$ cat config.mk
export PLATFORM = sky130hd
export DESIGN_NAME = sorted_time_priority_queue_core_flat
export DESIGN_NICKNAME = d
export VERILOG_FILES = /design/src/stpq_pkg.sv /design/src/stpq_in_if.sv /design/src/stpq_out_if.sv /design/src/stpq_cfg_if.sv /design/src/stpq_cell.sv /design/src/sorted_time_priority_queue_core.sv /design/src/flat_wrapper.sv
export SDC_FILE = /design/constraint.sdc
export NUM_CORES = 2
export LEC_CHECK = 0
export ABC_AREA = 1
export BUFFER_PORTS_ARGS = -buffer_cell sky130_fd_sc_hd__buf_2
export CORE_MARGIN = 10
export CORE_UTILIZATION = 30
export CTS_CLUSTER_DIAMETER = 80
export DETAILED_ROUTE_END_ITERATION = 7
export GPL_TIMING_DRIVEN = 0
export SLEW_MARGIN = 20
export SYNTH_ARGS = -nofsm -noshare
export SYNTH_HDL_FRONTEND = slang
export SYNTH_SLANG_ARGS = --single-unit
$ cat constraint.sdc
create_clock -name clk -period 12.69 [get_ports clk]
set_clock_uncertainty 0.05 [all_clocks]
set_input_delay 1.9035 -clock clk [delete_from_list [all_inputs] [get_ports clk]]
set_output_delay 1.9035 -clock clk [all_outputs]
set_load 0.01 [all_outputs]
$ cat src/stpq_pkg.sv
// Shared types and constants for the sorted time priority queue.
package stpq_pkg;

	localparam int CAP_BITS = 5;
	localparam logic [CAP_BITS-1:0] CAP_RESET = 5'd16;

	typedef enum logic [1:0] {
		ACT_INSERT = 2'd0,
		ACT_POP    = 2'd1,
		ACT_REMOVE = 2'd2,
		ACT_FIND   = 2'd3
	} act_t;

	typedef enum logic [1:0] {
		ST_OK    = 2'd0,
		ST_FULL  = 2'd1,
		ST_EMPTY = 2'd2,
		ST_MISS  = 2'd3
	} stat_t;

	// per-cell control from the queue controller
	typedef struct packed {
		logic ins;       // insert beat in progress
		logic del;       // pop or remove beat in progress
		logic vld;       // cell holds a live entry
		logic tail;      // cell is the first free slot
		logic after;     // cell index at or past the removed position
		logic right_vld; // right neighbor holds a live entry
	} cell_ctl_t;

endpackage

$ cat src/stpq_in_if.sv
// Request channel: one queue action per beat.
interface stpq_in_if #(
	parameter int KEY_BITS = 20,
	parameter int ID_BITS  = 16,
	parameter int POS_BITS = 4
);
	logic                valid;
	logic                ready;
	logic [1:0]          action;
	logic [KEY_BITS-1:0] expire_minutes;
	logic [ID_BITS-1:0]  food_id;
	logic [POS_BITS-1:0] position;

	modport source (output valid, action, expire_minutes, food_id, position, input ready);
	modport sink (input valid, action, expire_minutes, food_id, position, output ready);
endinterface

$ cat src/stpq_out_if.sv
// Response channel: one result per beat.
interface stpq_out_if #(
	parameter int KEY_BITS = 20,
	parameter int ID_BITS  = 16,
	parameter int POS_BITS = 4,
	parameter int CNT_BITS = 5
);
	logic                valid;
	logic                ready;
	logic [1:0]          status;
	logic [ID_BITS-1:0]  out_food_id;
	logic [KEY_BITS-1:0] out_minutes;
	logic [POS_BITS-1:0] found_position;
	logic [CNT_BITS-1:0] entry_count;

	modport source (output valid, status, out_food_id, out_minutes, found_position,
		entry_count, input ready);
	modport sink (input valid, status, out_food_id, out_minutes, found_position,
		entry_count, output ready);
endinterface

$ cat src/stpq_cfg_if.sv
// Configuration write channel for the capacity register.
interface stpq_cfg_if;
	logic       valid;
	logic       ready;
	logic [4:0] data;

	modport source (output valid, data, input ready);
	modport sink (input valid, data, output ready);
endinterface

$ cat src/stpq_cell.sv
// One queue slot: holds an entry and shifts with its neighbors.
module stpq_cell #(
	parameter int KEY_BITS = 20,
	parameter int ID_BITS  = 16
) (
	input  logic                clk,
	input  stpq_pkg::cell_ctl_t ctl,
	input  logic [KEY_BITS-1:0] new_key,
	input  logic [ID_BITS-1:0]  new_id,
	input  logic                left_gt,
	input  logic [KEY_BITS-1:0] left_key,
	input  logic [ID_BITS-1:0]  left_id,
	input  logic [KEY_BITS-1:0] right_key,
	input  logic [ID_BITS-1:0]  right_id,
	output logic [KEY_BITS-1:0] key_q,
	output logic [ID_BITS-1:0]  id_q,
	output logic                gt,
	output logic                match
);
	import stpq_pkg::*;

	// new key goes before this entry (strictly less keeps equal keys stable)
	assign gt    = ctl.vld && (new_key < key_q);
	assign match = ctl.vld && (new_id == id_q);

	always_ff @(posedge clk) begin
		if (ctl.ins) begin
			if (left_gt) begin
				key_q <= left_key;
				id_q  <= left_id;
			end else if (gt || ctl.tail) begin
				key_q <= new_key;
				id_q  <= new_id;
			end
		end else if (ctl.del && ctl.after && ctl.right_vld) begin
			key_q <= right_key;
			id_q  <= right_id;
		end
	end

endmodule

$ cat src/sorted_time_priority_queue_core.sv
// Top level: sorted priority queue built as a row of shifting cells.
// Holds up to DEPTH entries sorted by ascending time key; equal keys keep arrival order. Every
// action (insert, pop head, remove at position, find by id) is done by the whole row at once: all
// cells compare against the request in parallel and shift one place toward or away from the
// head at the same edge, so one request beat is taken per cycle while the response register is
// free or being drained. The response is registered and appears in the cycle after its request is
// taken. The capacity register limits the entries in use to min(capacity, DEPTH); write it only while idle.
module sorted_time_priority_queue_core #(
	parameter int DEPTH    = 16,
	parameter int KEY_BITS = 20,
	parameter int ID_BITS  = 16
) (
	input logic         clk,
	input logic         arst_n,
	stpq_in_if.sink     req,
	stpq_out_if.source  rsp,
	stpq_cfg_if.sink    cfg
);
	import stpq_pkg::*;

	localparam int POS_BITS = $clog2(DEPTH);
	localparam int CNT_BITS = $clog2(DEPTH + 1);
	localparam int CMP_W    = (CNT_BITS > CAP_BITS) ? CNT_BITS : CAP_BITS;

	logic [CAP_BITS-1:0] cap_q;
	logic [CNT_BITS-1:0] cnt_q;
	logic [CNT_BITS-1:0] cnt_nxt;
	logic                acc;
	logic                full;
	logic                do_ins;
	logic                do_del;
	logic [POS_BITS-1:0] eff_pos;
	act_t                act;
	stat_t               st;

	logic [KEY_BITS-1:0] key_arr [DEPTH];
	logic [ID_BITS-1:0]  id_arr  [DEPTH];
	cell_ctl_t           ctl     [DEPTH];
	logic [DEPTH-1:0]    gt_vec;
	logic [DEPTH-1:0]    match_vec;
	logic [DEPTH-1:0]    low_vec;
	logic [DEPTH-1:0]    sel_vec;
	logic [DEPTH-1:0]    vld_vec;

	logic [KEY_BITS-1:0] sel_key;
	logic [ID_BITS-1:0]  sel_id;
	logic [POS_BITS-1:0] hit_pos;
	logic [KEY_BITS-1:0] o_key;
	logic [ID_BITS-1:0]  o_id;
	logic [POS_BITS-1:0] o_fpos;

	logic                rsp_vld_q;
	stat_t               st_q;
	logic [ID_BITS-1:0]  o_id_q;
	logic [KEY_BITS-1:0] o_key_q;
	logic [POS_BITS-1:0] o_fpos_q;

	assign cfg.ready = 1'b1;
	assign req.ready = !rsp_vld_q || rsp.ready;
	assign acc       = req.valid && req.ready;
	assign act       = act_t'(req.action);
	assign eff_pos   = (act == ACT_POP) ? '0 : req.position;
	assign full      = (cnt_q >= CNT_BITS'(DEPTH)) || (CMP_W'(cnt_q) >= CMP_W'(cap_q));

	always_ff @(posedge clk or negedge arst_n) begin
		if (!arst_n) begin
			cap_q <= CAP_RESET;
		end else if (cfg.valid && cfg.ready) begin
			cap_q <= cfg.data;
		end
	end

	// per-cell control and onehot selects
	always_comb begin
		for (int i = 0; i < DEPTH; i++) begin
			vld_vec[i]       = CNT_BITS'(i) < cnt_q;
			sel_vec[i]       = vld_vec[i] && (POS_BITS'(i) == eff_pos);
			ctl[i].ins       = acc && do_ins;
			ctl[i].del       = acc && do_del;
			ctl[i].vld       = vld_vec[i];
			ctl[i].tail      = CNT_BITS'(i) == cnt_q;
			ctl[i].after     = POS_BITS'(i) >= eff_pos;
			ctl[i].right_vld = (i + 1 < DEPTH) ? (CNT_BITS'(i + 1) < cnt_q) : 1'b0;
		end
	end

	genvar g;
	generate
		for (g = 0; g < DEPTH; g++) begin : g_cell
			logic                l_gt;
			logic [KEY_BITS-1:0] l_key;
			logic [ID_BITS-1:0]  l_id;
			logic [KEY_BITS-1:0] r_key;
			logic [ID_BITS-1:0]  r_id;

			if (g == 0) begin : g_head
				assign l_gt  = 1'b0;
				assign l_key = '0;
				assign l_id  = '0;
			end else begin : g_mid
				assign l_gt  = gt_vec[g-1];
				assign l_key = key_arr[g-1];
				assign l_id  = id_arr[g-1];
			end

			if (g == DEPTH - 1) begin : g_last
				assign r_key = '0;
				assign r_id  = '0;
			end else begin : g_inner
				assign r_key = key_arr[g+1];
				assign r_id  = id_arr[g+1];
			end

			stpq_cell #(
				.KEY_BITS (KEY_BITS),
				.ID_BITS  (ID_BITS)
			) u_cell (
				.clk       (clk),
				.ctl       (ctl[g]),
				.new_key   (req.expire_minutes),
				.new_id    (req.food_id),
				.left_gt   (l_gt),
				.left_key  (l_key),
				.left_id   (l_id),
				.right_key (r_key),
				.right_id  (r_id),
				.key_q     (key_arr[g]),
				.id_q      (id_arr[g]),
				.gt        (gt_vec[g]),
				.match     (match_vec[g])
			);
		end
	endgenerate

	// lowest matching cell: isolate the lowest set bit, then encode
	assign low_vec = match_vec & (~match_vec + DEPTH'(1));

	always_comb begin
		sel_key = '0;
		sel_id  = '0;
		hit_pos = '0;
		for (int i = 0; i < DEPTH; i++) begin
			sel_key = sel_key | (sel_vec[i] ? key_arr[i] : '0);
			sel_id  = sel_id | (sel_vec[i] ? id_arr[i] : '0);
			hit_pos = hit_pos | (low_vec[i] ? POS_BITS'(i) : '0);
		end
	end

	always_comb begin
		st      = ST_OK;
		do_ins  = 1'b0;
		do_del  = 1'b0;
		o_key   = '0;
		o_id    = '0;
		o_fpos  = '0;
		cnt_nxt = cnt_q;
		unique case (act)
			ACT_INSERT: begin
				if (full) begin
					st = ST_FULL;
				end else begin
					do_ins  = 1'b1;
					cnt_nxt = cnt_q + CNT_BITS'(1);
				end
			end
			ACT_POP: begin
				if (cnt_q == '0) begin
					st = ST_EMPTY;
				end else begin
					do_del  = 1'b1;
					o_key   = sel_key;
					o_id    = sel_id;
					cnt_nxt = cnt_q - CNT_BITS'(1);
				end
			end
			ACT_REMOVE: begin
				if (CNT_BITS'(req.position) >= cnt_q) begin
					st = ST_MISS;
				end else begin
					do_del  = 1'b1;
					o_key   = sel_key;
					o_id    = sel_id;
					cnt_nxt = cnt_q - CNT_BITS'(1);
				end
			end
			ACT_FIND: begin
				if (|match_vec) begin
					o_fpos = hit_pos;
				end else begin
					st = ST_MISS;
				end
			end
			default: begin
				st = ST_OK;
			end
		endcase
	end

	always_ff @(posedge clk or negedge arst_n) begin
		if (!arst_n) begin
			cnt_q     <= '0;
			rsp_vld_q <= 1'b0;
		end else begin
			if (acc) begin
				cnt_q     <= cnt_nxt;
				rsp_vld_q <= 1'b1;
			end else if (rsp.ready) begin
				rsp_vld_q <= 1'b0;
			end
		end
	end

	always_ff @(posedge clk) begin
		if (acc) begin
			st_q     <= st;
			o_id_q   <= o_id;
			o_key_q  <= o_key;
			o_fpos_q <= o_fpos;
		end
	end

	assign rsp.valid          = rsp_vld_q;
	assign rsp.status         = st_q;
	assign rsp.out_food_id    = o_id_q;
	assign rsp.out_minutes    = o_key_q;
	assign rsp.found_position = o_fpos_q;
	assign rsp.entry_count    = cnt_q;

	a_cnt_bound: assert property (@(posedge clk) disable iff (!arst_n)
		cnt_q <= CNT_BITS'(DEPTH))
		else $error("entry count above depth");

	a_ins_count: assert property (@(posedge clk) disable iff (!arst_n)
		acc && do_ins |=> cnt_q == $past(cnt_q) + CNT_BITS'(1))
		else $error("insert did not grow the count");

	a_find_hold: assert property (@(posedge clk) disable iff (!arst_n)
		acc && act == ACT_FIND |=> cnt_q == $past(cnt_q))
		else $error("find changed the count");

	a_sorted: assert property (@(posedge clk) disable iff (!arst_n)
		req.valid |-> (({gt_vec[DEPTH-2:0], 1'b0} & vld_vec & ~gt_vec) == '0))
		else $error("cell row not sorted");

	a_sel_onehot: assert property (@(posedge clk) disable iff (!arst_n)
		$onehot0(sel_vec))
		else $error("more than one cell selected");

endmodule

$ cat src/flat_wrapper.sv
// flat-port wrapper written by rule: the top's interface ports become plain ports
module sorted_time_priority_queue_core_flat import stpq_pkg::*;
#(
	parameter int DEPTH    = 16,
	parameter int KEY_BITS = 20,
	parameter int ID_BITS  = 16
)
  (clk, arst_n, req_valid, req_action, req_expire_minutes, req_food_id, req_position, req_ready, rsp_valid, rsp_status, rsp_out_food_id, rsp_out_minutes, rsp_found_position, rsp_entry_count, rsp_ready, cfg_valid, cfg_data, cfg_ready);
  stpq_in_if #(.KEY_BITS(KEY_BITS), .ID_BITS(ID_BITS)) req_i ();
  stpq_out_if #(.KEY_BITS(KEY_BITS), .ID_BITS(ID_BITS)) rsp_i ();
  stpq_cfg_if cfg_i ();
  input logic clk;
  input logic arst_n;
  input wire logic [$bits(req_i.valid)-1:0] req_valid;
  input wire logic [$bits(req_i.action)-1:0] req_action;
  input wire logic [$bits(req_i.expire_minutes)-1:0] req_expire_minutes;
  input wire logic [$bits(req_i.food_id)-1:0] req_food_id;
  input wire logic [$bits(req_i.position)-1:0] req_position;
  output wire logic [$bits(req_i.ready)-1:0] req_ready;
  output wire logic [$bits(rsp_i.valid)-1:0] rsp_valid;
  output wire logic [$bits(rsp_i.status)-1:0] rsp_status;
  output wire logic [$bits(rsp_i.out_food_id)-1:0] rsp_out_food_id;
  output wire logic [$bits(rsp_i.out_minutes)-1:0] rsp_out_minutes;
  output wire logic [$bits(rsp_i.found_position)-1:0] rsp_found_position;
  output wire logic [$bits(rsp_i.entry_count)-1:0] rsp_entry_count;
  input wire logic [$bits(rsp_i.ready)-1:0] rsp_ready;
  input wire logic [$bits(cfg_i.valid)-1:0] cfg_valid;
  input wire logic [$bits(cfg_i.data)-1:0] cfg_data;
  output wire logic [$bits(cfg_i.ready)-1:0] cfg_ready;
  assign req_i.valid = req_valid;
  assign req_i.action = req_action;
  assign req_i.expire_minutes = req_expire_minutes;
  assign req_i.food_id = req_food_id;
  assign req_i.position = req_position;
  assign req_ready = req_i.ready;
  assign rsp_valid = rsp_i.valid;
  assign rsp_status = rsp_i.status;
  assign rsp_out_food_id = rsp_i.out_food_id;
  assign rsp_out_minutes = rsp_i.out_minutes;
  assign rsp_found_position = rsp_i.found_position;
  assign rsp_entry_count = rsp_i.entry_count;
  assign rsp_i.ready = rsp_ready;
  assign cfg_i.valid = cfg_valid;
  assign cfg_i.data = cfg_data;
  assign cfg_ready = cfg_i.ready;
  sorted_time_priority_queue_core #(.DEPTH(DEPTH), .KEY_BITS(KEY_BITS), .ID_BITS(ID_BITS)) u_core (.clk(clk), .arst_n(arst_n), .req(req_i), .rsp(rsp_i), .cfg(cfg_i));
endmodule
==> metrics.yaml <==
power:
  power_mw: 7.757
  pwr-share-clk_pct: 32.3
  p_comb_share_pct: 33.5
  p_leak_nw: 24.14
  vdd_drop_max_mv: 0.1073
  swShare_pct: 41.30
  sequentialPowerShare_pct: 34.2
  net-switching-power_mw: 3.204
  internal_power_mw: 4.553
  powerDensity_nw_per_um2: 140.4
synth:
  synth_area_per_cell_um2: 7.324
  synth.distinct_cells: 72
  netlist_instances: 6641
  synth_seq_area_share_pct: 38.73
  ys_ff_latch: 629
  synth_ff_type: "edfxtp_1"
  synthArstFlopShare_pct: 1.749
  syn_nets: 7016
  synth-edff-count: 618
  yosysWarnings: 0
  syn_area_um2: 48640
cells_and_area:
  final_nets: 7209
  stdcell_count: 9070
  num-fill-cells: 17270
  area.growth.synth_to_final_pct: 13.59
  drive_gt1_share_pct: 7.924
flow_run:
  cap_violations: 0
worst_hold_path:
  min_path_type: "reg -> reg"
  hold_depth: 2
  min_from: "u_core.cap_q[4]"
  worstHoldEndpoint: "u_core.cap_q[4]"
setup_path:
  max_stage_delay_ns: 0.77
  r2r_end: "u_core.g_cell[15].u_cell.key_q[4]"
  endpoint_kind: "register"
  startpoint_type: "input port"
  path_class: "in -> reg"
  crit_buf_inv: 4
  worst_path_most_repeated_cell: "inv_1"
  cp_top_family: "compound AO/OA/AOI/OAI gates"
  critPathSlowestCell: "o221ai_1"
  r2r-start: "u_core.rsp.entry_count[0]"
  cp.required_ns: 13.05
  crit_chain: "buf_2, inv_1, ha_1, nor2_1, inv_1, nor3_2, nand2_1, clkbuf_1, o221ai_1, a211oi_1, a41oi_1"
  critPathMaxFanout: 10
  cp.arrival_ns: 6.39
  r2r_setup_slack_ns: 7.13
  r2r_cells: 15
drt:
  vias_per_cell: 5.768
  routed_wl_um: 278300
  drc: 0
  num_vias: 52320
  drtAntennaViolNets: 0
  drt_pre_antenna_iters: 7
  drtIter0Drc: 8833
  wl_per_cell_um: 30.69
global_routing:
  antenna_found_initial: 19
  gr-usage-all-layers_pct: 29.61
  overflow: 0
  grt_max_degree: 27
  grt_pass1_wl_um: 377400
  grt_pass1_vias: 47670
timing:
  worst_pin_slew_ns: 1.353
  rsz0062_at_grt: "no"
  finalWorstSetupSlack_ns: 6.656
  drv_slew: 0
  finalCriticalPeriod_ns: 6.034
  fin_crit_sh_pct: 47.55
  max_freq_mhz: 165.7
  finalSetupTns_ns: 0
  setup_viol: 0
  slew_headroom_pct: 9.781
  hold_viol_final: 0
place:
  dp_cells: 8909
  gp_congestion: 1.103
  dp_slack_ns: 6.325
  io_buffers: 83
  hpwlAfterDp_um: 222300
cts:
  clk_pin_slew_ns: 0.06
  cts-root-buf: "clkbuf_16"
  clock_path_buffers: 3
  cts_resized: 0
  clkSinkCount: 629
  cts_buffers: 83
  post_cts_buffers: 0
  htreeDepth: 3
  insertion_delay_ns: 0.74
  cts_tree: "done"
  cts_hold_buffers: 0
die:
  dieArea_um2: 178600
  die_w_um: 422.6
  ios: 102
  start_util_pct: 30.22
  rows: 147
  coreArea_um2: 160900
  die_h_um: 422.6
status:
  status: "finished, final reports clean"
-- power by group through the flow --
stage	Clock (mW)	Combinational [mW]	Sequential, mW
final	2.51	2.60	2.65
after global routing	2.57	2.72	2.66
after CTS	2.50	2.49	2.64
after detailed placement	0	2.48	2.68
after global placement	0	2.41	2.70
after floorplan	0	1.41	2.62
-- tightest hold or removal path: cells and delay by family (launching register included) --
kind | cells | cell delay, ns
buffers and inverters | 1 | 0.06
flip-flops | 1 | 0.36
AO/OA/AOI/OAI | 1 | 0.08
-- cells in the final DEF, fill, tap and decap left out, types with 17 or more instances in the layout --
cell,n
o211ai_1,28
a221oi_1,45
nor2_1,499
nor3_1,103
o22ai_1,220
buf_16,17
ha_1,323
buf_4,31
a41oi_1,24
xor2_1,82
nand2_1,2453
clkbuf_16,85
a211oi_1,17
o221ai_1,20
xnor2_1,46
nand3_1,138
inv_2,38
clkbuf_1,189
o21a_1,32
inv_1,564
buf_1,31
buf_2,233
a21oi_1,184
nand4_1,70
o21ai_0,552
edfxtp_1,618
-- area by class of cell --
| type | count | area, µm² | share of cell area [%] |
|---|---|---|---|
| buffer | 403 | 1902 | 3.442 |
| clock buffer | 108 | 2233 | 4.043 |
| clock inverter | 46 | 490.5 | 0.8878 |
| inverter | 604 | 2270 | 4.108 |
| tap | 2160 | 2703 | 4.892 |
| sequential | 629 | 18830 | 34.09 |
| antenna | 7 | 17.52 | 0.03171 |
| multi-input combinational | 5005 | 25790 | 46.68 |
| timing repair buffer | 108 | 1007 | 1.823 |
-- metrics by stage --
| stage | hold slack [ns] | util [%] | cell area, µm² |
|---|---|---|---|
| after CTS | 0.4587 | 34.32 | 55230 |
| final | 0.4549 | 34.33 | 55250 |
| after global routing | 0.4896 | 34.32 | 55230 |
| after floorplan | 0.4131 | - | 48640 |
| after detailed placement | 0.4492 | 32.62 | 52500 |
| after global placement | 0.4305 | 32.16 | 51750 |
-- layer usage --
layer	vias up	share of wire, %	wire length [µm]	global-route usage [%]
met3	830	13	36230	8.204
met5	-	0.13	353	0.4567
met1	24810	39	107500	38.49
met2	4023	41	113800	43.21
li1	22630	-	-	-
met4	22	7.3	20400	18.12
-- state kept, by name (all words and copies together), names as in the netlist --
register                    flops
u_core.g_cell.u_cell.key_q    320
u_core.g_cell.u_cell.id_q     256
u_core.rsp.out_minutes         20
u_core.rsp.out_food_id         16
u_core.cap_q                    5
u_core.rsp.entry_count          5
u_core.rsp.found_position       4
u_core.rsp.status               2
u_core.rsp.valid                1
-- worst max path at each step --
stage                        startpoint  slack (ns)                                end  cells after the start
final                     req_action[1]        6.66         u_core.rsp.out_minutes[17]                     11
after global routing      req_action[1]        6.81         u_core.rsp.out_minutes[17]                     11
after CTS                 req_action[1]        7.06         u_core.rsp.out_minutes[18]                     11
after detailed placement  req_action[1]        6.32         u_core.rsp.out_minutes[18]                     11
after global placement        rsp_ready        2.57  u_core.g_cell[12].u_cell.key_q[4]                      9
after floorplan               rsp_ready        6.10    u_core.g_cell[8].u_cell.id_q[0]                      8
-- cell families after synthesis --
logic type,Yosys count,share of synthesized area (%)
AO/OA/AOI/OAI,1182,14.14
XOR/XNOR,128,2.305
adder cells (fa/ha/maj),323,8.310
buffers and inverters,1007,8.544
flip-flops,629,38.73
multiplexers,1,0.02315
other,1,0.007710
AND/OR/NAND/NOR,3370,27.94
-- synth_stat cells, types with 4 or more instances --
| cell type | number | area [µm²] |
|---|---|---|
| o21a_1 | 32 | 240.2 |
| inv_2 | 36 | 135.1 |
| nor3b_1 | 15 | 112.6 |
| nand4_1 | 70 | 437.9 |
| nand3_2 | 8 | 80.08 |
| nor2_2 | 6 | 37.54 |
| dfrtp_1 | 10 | 250.2 |
| buf_1 | 31 | 116.4 |
| buf_4 | 31 | 232.7 |
| o21ai_0 | 555 | 2778 |
| nor2_4 | 5 | 56.30 |
| ha_1 | 323 | 4041 |
| o221ai_1 | 20 | 175.2 |
| nor2_1 | 499 | 1873 |
| o211ai_1 | 28 | 210.2 |
| a31oi_1 | 11 | 68.82 |
| a2111oi_0 | 4 | 35.03 |
| nand3b_1 | 14 | 105.1 |
| nor3_1 | 103 | 515.5 |
| a211oi_1 | 17 | 127.6 |
| a221oi_1 | 45 | 394.1 |
| or2_2 | 7 | 43.79 |
| nand3_1 | 138 | 690.7 |
| xor2_1 | 82 | 718.2 |
| nand2_1 | 2456 | 9219 |
| buf_6 | 9 | 101.4 |
| xnor2_1 | 46 | 402.9 |
| o2111ai_1 | 10 | 87.58 |
| nand4_2 | 4 | 50.05 |
| a21oi_1 | 186 | 930.9 |
| clkbuf_1 | 181 | 679.4 |
| inv_1 | 566 | 2125 |
| buf_2 | 150 | 750.7 |
| a32o_1 | 4 | 40.04 |
| o22ai_1 | 220 | 1376 |
| o21ai_1 | 11 | 55.05 |
| edfxtp_1 | 618 | 18560 |
| a41oi_1 | 24 | 210.2 |
| nand2_2 | 6 | 37.54 |
| nor4_1 | 15 | 93.84 |
(Power assumes the default switching activity.)
